--- src/design/wsfu_pkg.sv ---
package wsfu_pkg;

  // Result status codes
  localparam logic [2:0] ST_DATA       = 3'd0;
  localparam logic [2:0] ST_EMPTY      = 3'd1;
  localparam logic [2:0] ST_NOTFINMASK = 3'd2;
  localparam logic [2:0] ST_LEN64      = 3'd3;
  localparam logic [2:0] ST_TOOLONG    = 3'd4;

  // Header constants
  localparam logic [7:0] FIRST_BYTE_MASK = 8'h81;
  localparam logic [6:0] LEN_CODE_EXT16  = 7'd126;
  localparam logic [6:0] LEN_CODE_EXT64  = 7'd127;

  localparam int unsigned MAX_LEN_W      = 17;
  localparam logic [MAX_LEN_W-1:0] MAX_LEN_RESET = 17'd1024;

  typedef struct packed {
    logic [7:0] rx_byte;
    logic       frame_start;
  } in_word_t;

  typedef struct packed {
    logic [7:0] data_byte;
    logic [2:0] status;
    logic       last;
  } out_word_t;

endpackage

--- src/design/websocket_frame_unmasker.sv ---
// Client-to-server WebSocket frame unmasker.
// Input channel (in_valid / in_stall / in_data) carries one frame byte per
// word, with frame_start marking the first byte of each frame. A word is
// taken at a clock edge where in_valid is high and in_stall is low.
// Output channel (out_valid / out_stall / out_data) carries unmasked payload
// bytes and status words (empty frame, header rejections); last marks the
// final payload byte and every status word.
// Results are registered: a result appears in the cycle after the input word that causes it.
// Throughput: one input word per cycle while in_stall is low; the header
// check, length capture and key XOR all sit in one stage in front of the output register.
// When the receiver stalls, the output register holds its word and in_stall
// rises only while that register is full and stalled.
// The configuration channel (cfg_valid / cfg_ready / cfg_data) writes the
// maximum extended length; cfg_ready is always high, and writes belong in
// idle periods.
// Reset (rst, synchronous) returns the parser to idle, empties the output
// register and sets the maximum length to 1024.
module websocket_frame_unmasker (
  input  logic                          clk,
  input  logic                          rst,
  input  logic                          in_valid,
  output logic                          in_stall,
  input  wsfu_pkg::in_word_t            in_data,
  output logic                          out_valid,
  input  logic                          out_stall,
  output wsfu_pkg::out_word_t           out_data,
  input  logic                          cfg_valid,
  output logic                          cfg_ready,
  input  logic [wsfu_pkg::MAX_LEN_W-1:0] cfg_data
);

  typedef enum logic [4:0] {
    PH_IDLE = 5'b00001,
    PH_LEN  = 5'b00010,
    PH_EXT  = 5'b00100,
    PH_KEY  = 5'b01000,
    PH_DATA = 5'b10000
  } phase_t;

  phase_t                          phase, phase_next;
  logic [1:0]                      hdr_count, hdr_count_next;
  logic [15:0]                     payload_remaining, payload_remaining_next;
  logic [31:0]                     mask_key, mask_key_next;
  logic [1:0]                      key_index, key_index_next;
  logic [wsfu_pkg::MAX_LEN_W-1:0]  max_len;
  logic                            emit;
  wsfu_pkg::out_word_t             result;
  logic                            in_accept;
  logic [15:0]                     ext_len;
  logic [7:0]                      key_byte;
  logic [15:0]                     remaining_dec;

  assign in_stall  = out_valid & out_stall;
  assign in_accept = in_valid & ~in_stall;
  assign cfg_ready = 1'b1;

  assign ext_len       = {payload_remaining[7:0], in_data.rx_byte};
  assign key_byte      = mask_key[8*key_index +: 8];
  assign remaining_dec = payload_remaining - 16'd1;

  // Parse one byte: advance the header state and form the result word
  always_comb begin
    phase_next             = phase;
    hdr_count_next         = hdr_count;
    payload_remaining_next = payload_remaining;
    mask_key_next          = mask_key;
    key_index_next         = key_index;
    emit                   = 1'b0;
    result                 = '0;
    if (in_data.frame_start) begin
      hdr_count_next         = 2'd0;
      payload_remaining_next = 16'd0;
      mask_key_next          = 32'd0;
      key_index_next         = 2'd0;
      if ((in_data.rx_byte & wsfu_pkg::FIRST_BYTE_MASK) != wsfu_pkg::FIRST_BYTE_MASK) begin
        phase_next    = PH_IDLE;
        emit          = 1'b1;
        result.status = wsfu_pkg::ST_NOTFINMASK;
        result.last   = 1'b1;
      end else begin
        phase_next = PH_LEN;
      end
    end else begin
      unique case (phase)
        PH_IDLE: begin
          phase_next = PH_IDLE;
        end
        PH_LEN: begin
          if (!in_data.rx_byte[7]) begin
            phase_next     = PH_IDLE;
            hdr_count_next = 2'd0;
            emit           = 1'b1;
            result.status  = wsfu_pkg::ST_NOTFINMASK;
            result.last    = 1'b1;
          end else if (in_data.rx_byte[6:0] == wsfu_pkg::LEN_CODE_EXT64) begin
            phase_next     = PH_IDLE;
            hdr_count_next = 2'd0;
            emit           = 1'b1;
            result.status  = wsfu_pkg::ST_LEN64;
            result.last    = 1'b1;
          end else if (in_data.rx_byte[6:0] == wsfu_pkg::LEN_CODE_EXT16) begin
            hdr_count_next         = 2'd0;
            payload_remaining_next = 16'd0;
            phase_next             = PH_EXT;
          end else begin
            hdr_count_next         = 2'd0;
            payload_remaining_next = {9'd0, in_data.rx_byte[6:0]};
            phase_next             = PH_KEY;
          end
        end
        PH_EXT: begin
          payload_remaining_next = ext_len;
          if (hdr_count == 2'd1) begin
            hdr_count_next = 2'd0;
            if ({1'b0, ext_len} >= max_len) begin
              phase_next    = PH_IDLE;
              emit          = 1'b1;
              result.status = wsfu_pkg::ST_TOOLONG;
              result.last   = 1'b1;
            end else begin
              phase_next = PH_KEY;
            end
          end else begin
            hdr_count_next = hdr_count + 2'd1;
          end
        end
        PH_KEY: begin
          mask_key_next[8*hdr_count +: 8] = in_data.rx_byte;
          hdr_count_next = hdr_count + 2'd1;
          if (hdr_count == 2'd3) begin
            key_index_next = 2'd0;
            if (payload_remaining == 16'd0) begin
              phase_next    = PH_IDLE;
              emit          = 1'b1;
              result.status = wsfu_pkg::ST_EMPTY;
              result.last   = 1'b1;
            end else begin
              phase_next = PH_DATA;
            end
          end
        end
        PH_DATA: begin
          key_index_next         = key_index + 2'd1;
          payload_remaining_next = remaining_dec;
          emit                   = 1'b1;
          result.data_byte       = in_data.rx_byte ^ key_byte;
          result.status          = wsfu_pkg::ST_DATA;
          result.last            = (remaining_dec == 16'd0);
          if (remaining_dec == 16'd0) begin
            phase_next = PH_IDLE;
          end
        end
        default: begin
          phase_next = PH_IDLE;
        end
      endcase
    end
  end

  // Hold parser state; advance only on an accepted word
  always_ff @(posedge clk) begin
    if (rst) begin
      phase             <= PH_IDLE;
      hdr_count         <= 2'd0;
      payload_remaining <= 16'd0;
      mask_key          <= 32'd0;
      key_index         <= 2'd0;
    end else if (in_accept) begin
      phase             <= phase_next;
      hdr_count         <= hdr_count_next;
      payload_remaining <= payload_remaining_next;
      mask_key          <= mask_key_next;
      key_index         <= key_index_next;
    end
  end

  // Configuration register
  always_ff @(posedge clk) begin
    if (rst) begin
      max_len <= wsfu_pkg::MAX_LEN_RESET;
    end else if (cfg_valid && cfg_ready) begin
      max_len <= cfg_data;
    end
  end

  // Output register: load on accept, drop once taken
  always_ff @(posedge clk) begin
    if (rst) begin
      out_valid <= 1'b0;
    end else if (in_accept) begin
      out_valid <= emit;
    end else if (!out_stall) begin
      out_valid <= 1'b0;
    end
  end

  always_ff @(posedge clk) begin
    if (in_accept && emit) begin
      out_data <= result;
    end
  end

`ifndef ASSERT_OFF
  a_status_is_last: assert property (@(posedge clk) disable iff (rst)
    out_valid && out_data.status != wsfu_pkg::ST_DATA |->
      out_data.last && out_data.data_byte == 8'd0)
    else $error("status word without last or with nonzero data");

  a_data_nonempty: assert property (@(posedge clk) disable iff (rst)
    phase == PH_DATA |-> payload_remaining != 16'd0)
    else $error("payload phase with no bytes left");

  a_key_index_clear: assert property (@(posedge clk) disable iff (rst)
    phase == PH_KEY |-> key_index == 2'd0)
    else $error("key index not cleared during key capture");

  a_reset_empty: assert property (@(posedge clk)
    !rst && $past(rst) |-> !out_valid)
    else $error("output valid right after reset");
`endif

endmodule
--- config.mk ---
export PLATFORM = sky130hd
export DESIGN_NAME = websocket_frame_unmasker
export DESIGN_NICKNAME = d
export VERILOG_FILES = /design/src/design/wsfu_pkg.sv /design/src/design/websocket_frame_unmasker.sv
export SDC_FILE = /design/constraint.sdc
export NUM_CORES = 1
export LEC_CHECK = 0
export ABC_AREA = 1
export BUFFER_PORTS_ARGS = -buffer_cell sky130_fd_sc_hd__buf_2
export CORE_ASPECT_RATIO = 0.75
export CORE_MARGIN = 2
export CORE_UTILIZATION = 42
export CTS_BUF_LIST = sky130_fd_sc_hd__clkbuf_8
export DETAILED_ROUTE_END_ITERATION = 16
export PLACE_DENSITY = 0.63
export SYNTH_ARGS = -nofsm -noshare
export SYNTH_HDL_FRONTEND = slang
export SYNTH_SLANG_ARGS = --single-unit
--- constraint.sdc ---
create_clock -name clk -period 6 [get_ports clk]
set_clock_uncertainty 0.1 [all_clocks]
set_input_delay 0.9 -clock clk [delete_from_list [all_inputs] [get_ports clk]]
set_output_delay 0.9 -clock clk [all_outputs]
set_load 0.01 [all_outputs]
==> out/results.md <==
| Stage | Quantity | Value |
|---|---|---|
| synthesis | Number of instances in the synthesized netlist | 766 |
| synthesis | Sequential fraction of the synthesis area | 0.362 |
| timing | Worst setup slack after layout | 3210 ps |
| critical path | Cell repeated most along the worst path | sky130_fd_sc_hd__nand3_1 |
| detailed routing | DRC violation count after routing | 0 |
| cts | Clock latency reported for the late side of the worst-skew pair | 380 ps |
| global routing | First-pass GRT wire length | 24100 um |
| timing | Final TNS setup | 0 ps |
| worst hold path | Worst Hold Launch | mask_key[18] |
| cts | Maximum number of buffers from clock root to sink | 2 |
| cts | Count of hold-fix buffers inserted at cts | 0 |
| critical path | Standard cell with the maximum stage delay on the critical path | sky130_fd_sc_hd__inv_1 |
| synthesis | Number of synthesized flops with an enable pin | 12 |
| detailed routing | DRT Pass-1 Iters | 5 |
| die | DIE HEIGHT | 99.8 um |
| synthesis | YS warnings | 0 |
| detailed routing | Detailed-route wire length per cell | 15.2 um |
| synthesis | Top flip-flop cell by instance count after synthesis | sky130_fd_sc_hd__dfxtp_1 |
| critical path | Register-to-register setup slack | 3220 ps |
| detailed routing | Total number of vias | 5125 |
| timing | Count of final max-slew check failures | 0 |
| cells and area | Count of nets after finishing | 848 |
| pwr | Total net switching power | 0.421 mW |
| cells and area | Number of antenna repair diodes | 0 |
| global routing | Largest net degree at the start of global routing | 47 |
| synthesis | Post-synth cell types | 41 |
| cells and area | Fraction of final layout cells with drive strength greater than 1 | 0.0965 |
| synthesis | Library cell with the largest summed area after synthesis | sky130_fd_sc_hd__dfxtp_1 |
| die | Site row count | 34 |
| cells and area | Layout Area Growth over Synthesis | 9.39% |
| die | IO Count | 46 |
| timing | Slew at the pin closest to its max-slew limit | 1070 ps |
| timing | Fmax | 358 MHz |
| global routing | Antenna violations before repair | 0 |
| die | Initial core utilization | 0.436 |
| cts | Clock tree from TritonCTS | built |
| worst hold path | Endpoint with the worst hold slack | mask_key[18] |
| status | Run status | finished, final reports clean |
| critical path | Critical path launch point | in_data[8] |
| synthesis | Seq cells post-synth | 87 |
| critical path | Endpoint of the worst-slack reg-to-reg timing path | key_index[1] |
| detailed routing | First-iteration detailed-routing DRC count | 410 |
| timing | Setup violators final | 0 |
| worst hold path | Hold WC Path Type | flip-flop to flip-flop |
| critical path | Highest cell delay on the worst timing path | 330 ps |
| place | Post-place setup slack | 2830 ps |
| cts | Clock transition at path regs | 100 ps |
| critical path | Reg2Reg Launch Point | phase[0] |
| job | Max-cap check violation count | 0 |
| timing | Crit share post-route | 0.466 |
| cts | Clk sinks | 87 |
| cells and area | Combined flip-flop and latch cell area | 1860 um^2 |
| cts | CTS Buf Count | 9 |
| die | Die Footprint | 13200 um^2 |
| critical path | Arrival time reported for the critical path endpoint | 2740 ps |
| timing | Count of final hold-check violations | 0 |
| synthesis | Top post-synthesis cells by area | sky130_fd_sc_hd__dfxtp_1, sky130_fd_sc_hd__nand2_1, sky130_fd_sc_hd__a21oi_1, sky130_fd_sc_hd__o21ai_0, sky130_fd_sc_hd__inv_1 |
| global routing | Vias in the first global route | 4689 |
| die | Core outline area | 11800 um^2 |
| critical path | Critical Path Start Type | primary input |
| critical path | R2r worst-path depth | 7 |
| pwr | Proportion of power drawn by flip-flops and latches | 0.503 |
| pwr | Leak | 2.36 nW |
| place | Count of port buffers added during placement | 44 |
| cts | CTS Root Buffer Type | sky130_fd_sc_hd__clkbuf_8 |
| place | Last weighted congestion value of the routability-driven placer | 0.971 |
| detailed routing | Detailed Route WL | 14600 um |
| pwr | Power per cell area | 226 nW/um^2 |
| worst hold path | Cell count of the worst hold path | 2 |
| cts | Post-CTS setup buffer count | 0 |
| synthesis | Area of the mapped netlist | 5140 um^2 |
| pwr | Switching Share | 0.332 |
| critical path | Cell chain of the critical path | buf_2 -> ha_1 -> nand2_1 -> nor2_1 -> nand3_1 -> nor2_1 -> nor2_1 -> nand3_1 -> nand3_1 -> nand4_1 -> nand3_1 -> inv_1 |
| detailed routing | Vias per std cell | 5.34 |
| pwr | Combinational Power Share | 0.192 |
| critical path | Data required time of the worst path | 5940 ps |
| cts | H-tree levels | 3 |
| cts | Number of gates given a new drive strength after cts | 0 |
| pwr | Peak supply drop | 0.000142 V |
| timing | Fin crit period | 2790 ps |
| detailed routing | Antenna-violating nets left | 0 |
| cells and area | Area taken by multi-input logic gates | 2760 um^2 |
| timing | Final-layout worst hold slack | 351 ps |
| global routing | Overflow left after global routing | 0 |
| place | DP HPWL | 10600 um |
| synthesis | Syn avg cell area | 6.71 um^2 |
| synthesis | Synth top area share | 0.292 |
| timing | Unrepaired setup endpoints after global routing | false |
| pwr | Internal Pwr Total | 0.848 mW |
| global routing | Total routing usage reported by global routing | 0.231 |
| critical path | Class of the most critical setup path | primary input to flip-flop |
| synthesis | Async SR Flop Fraction | 0 |
| die | Die W | 132 um |
| critical path | Top fanout value on the critical path | 12 |
| synthesis | Post-Synthesis Net Count | 821 |
| critical path | CP endpoint kind | flip-flop |
| timing | Slew margin rel. | 0.285 |
| cells and area | Fill cells | 1228 |
| pwr | Clock network fraction of design power | 0.305 |
==> stage by stage <==
step	cell area, um^2	total power, mW	utilization	cells
finish	5630	1.27	0.477	960
global route	5630	1.34	0.477	960
CTS	5630	1.28	0.477	960
detailed placement	5450	0.891	0.463	944
global placement	5450	0.887	0.463	944
floorplan	5140	0.822	-	766
==> power groups by stage <==
| stage | Sequential [mW] | Clock [mW] | Combinational, mW |
|---|---|---|---|
| 2_1_floorplan | 0.644 | 0 | 0.178 |
| 6_report | 0.638 | 0.387 | 0.244 |
| 3_3_place_gp | 0.651 | 0 | 0.237 |
| 4_1_cts | 0.638 | 0.398 | 0.241 |
| 3_5_place_dp | 0.651 | 0 | 0.239 |
| 5_1_grt | 0.642 | 0.418 | 0.279 |
==> sequential cells by signal, indices dropped and copies added, names as in the netlist <==
| signal | flops |
|---|---|
| out_data | 12 |
| out_valid | 1 |
| mask_key | 32 |
| key_index | 2 |
| hdr_count | 2 |
| payload_remaining | 16 |
| max_len | 17 |
| phase | 5 |
==> placed cells by master, fill, tap and decap left out, types with 2 or more instances in the layout <==
| cell type | n |
|---|---|
| sky130_fd_sc_hd__edfxtp_1 | 12 |
| sky130_fd_sc_hd__nor4_1 | 2 |
| sky130_fd_sc_hd__inv_2 | 5 |
| sky130_fd_sc_hd__nand2_4 | 2 |
| sky130_fd_sc_hd__nor3_1 | 3 |
| sky130_fd_sc_hd__nand3_1 | 39 |
| sky130_fd_sc_hd__nand2_1 | 148 |
| sky130_fd_sc_hd__a211oi_1 | 5 |
| sky130_fd_sc_hd__or3_1 | 5 |
| sky130_fd_sc_hd__clkbuf_8 | 9 |
| sky130_fd_sc_hd__nor2_1 | 89 |
| sky130_fd_sc_hd__inv_1 | 99 |
| sky130_fd_sc_hd__o211ai_1 | 4 |
| sky130_fd_sc_hd__nor2_2 | 2 |
| sky130_fd_sc_hd__clkinv_1 | 3 |
| sky130_fd_sc_hd__o21ai_0 | 81 |
| sky130_fd_sc_hd__nand2_2 | 3 |
| sky130_fd_sc_hd__buf_2 | 44 |
| sky130_fd_sc_hd__nand3b_1 | 4 |
| sky130_fd_sc_hd__clkinvlp_4 | 3 |
| sky130_fd_sc_hd__ha_1 | 24 |
| sky130_fd_sc_hd__xor2_1 | 5 |
| sky130_fd_sc_hd__a31oi_1 | 2 |
| sky130_fd_sc_hd__o22ai_1 | 9 |
| sky130_fd_sc_hd__nand4_1 | 4 |
| sky130_fd_sc_hd__dfxtp_1 | 75 |
| sky130_fd_sc_hd__a21oi_1 | 100 |
==> critical path: cells and delay by family <==
family | cells | cell delay, ps
fa+ha+maj | 1 | 290
simple gates | 9 | 1060
buf+inv | 2 | 490
==> logic make-up (layout without fill, tap and decap cells) <==
group / Yosys count / after routing / synth area share
and+or+nand+nor: 307 / 307 / 0.255
other: 1 / 1 / 0.000729
xor gates and xnor gates: 7 / 7 / 0.0134
AOI/OAI and AO/OA: 205 / 205 / 0.209
adders and majority gates: 24 / 24 / 0.0584
DFF: 87 / 87 / 0.362
buffers and inverters: 135 / 167 / 0.101
==> cells in the mapped netlist, types with 2 or more instances <==
cell and instances:
sky130_fd_sc_hd__nand2_4 2, sky130_fd_sc_hd__o211ai_1 4, sky130_fd_sc_hd__a21oi_1 100, sky130_fd_sc_hd__nor2_1 89, sky130_fd_sc_hd__inv_2 5, sky130_fd_sc_hd__clkinv_1 2, sky130_fd_sc_hd__or3_1 5, sky130_fd_sc_hd__buf_4 2
sky130_fd_sc_hd__nor3_1 3, sky130_fd_sc_hd__nor2_2 2, sky130_fd_sc_hd__o21ai_0 81, sky130_fd_sc_hd__clkbuf_1 23, sky130_fd_sc_hd__nand3b_1 4, sky130_fd_sc_hd__a31oi_1 2, sky130_fd_sc_hd__dfxtp_1 75, sky130_fd_sc_hd__ha_1 24
sky130_fd_sc_hd__nand4_1 4, sky130_fd_sc_hd__buf_2 3, sky130_fd_sc_hd__nand2_2 3, sky130_fd_sc_hd__xor2_1 5, sky130_fd_sc_hd__a211oi_1 5, sky130_fd_sc_hd__o22ai_1 9, sky130_fd_sc_hd__nor4_1 2, sky130_fd_sc_hd__nand2_1 148
sky130_fd_sc_hd__edfxtp_1 12, sky130_fd_sc_hd__nand3_1 39, sky130_fd_sc_hd__inv_1 99
==> area by class of cell <==
| type | instances | area share |
|---|---|---|
| multi-input cells | 544 | 0.491 |
| flip-flops and latches | 87 | 0.331 |
| inverters | 106 | 0.0707 |
| repair buffers | 45 | 0.0405 |
| well taps | 162 | 0.0360 |
| clock buffers | 9 | 0.0220 |
| clock inverters | 7 | 0.00867 |
==> per-layer routing <==
layer | up-vias | wire (um) | global-route usage
li1 | 2568 | - | -
met1 | 2293 | 7450 | 0.347
met2 | 236 | 5680 | 0.323
met3 | 28 | 1200 | 0.0439
met4 | 0 | 301 | 0.0911
met5 | - | 0 | 0
==> worst max-delay path by stage <==
stage | depth (start not counted) | slack (ps) | to
CTS | 12 | 3240 | out_data[10]
floorplan | 11 | 3340 | out_data[0]
finish | 12 | 3210 | out_data[7]
detailed placement | 12 | 2830 | out_data[10]
global placement | 12 | 2880 | out_data[10]
global route | 12 | 3020 | out_data[0]
Note: power is estimated with default switching activity, not from simulation.
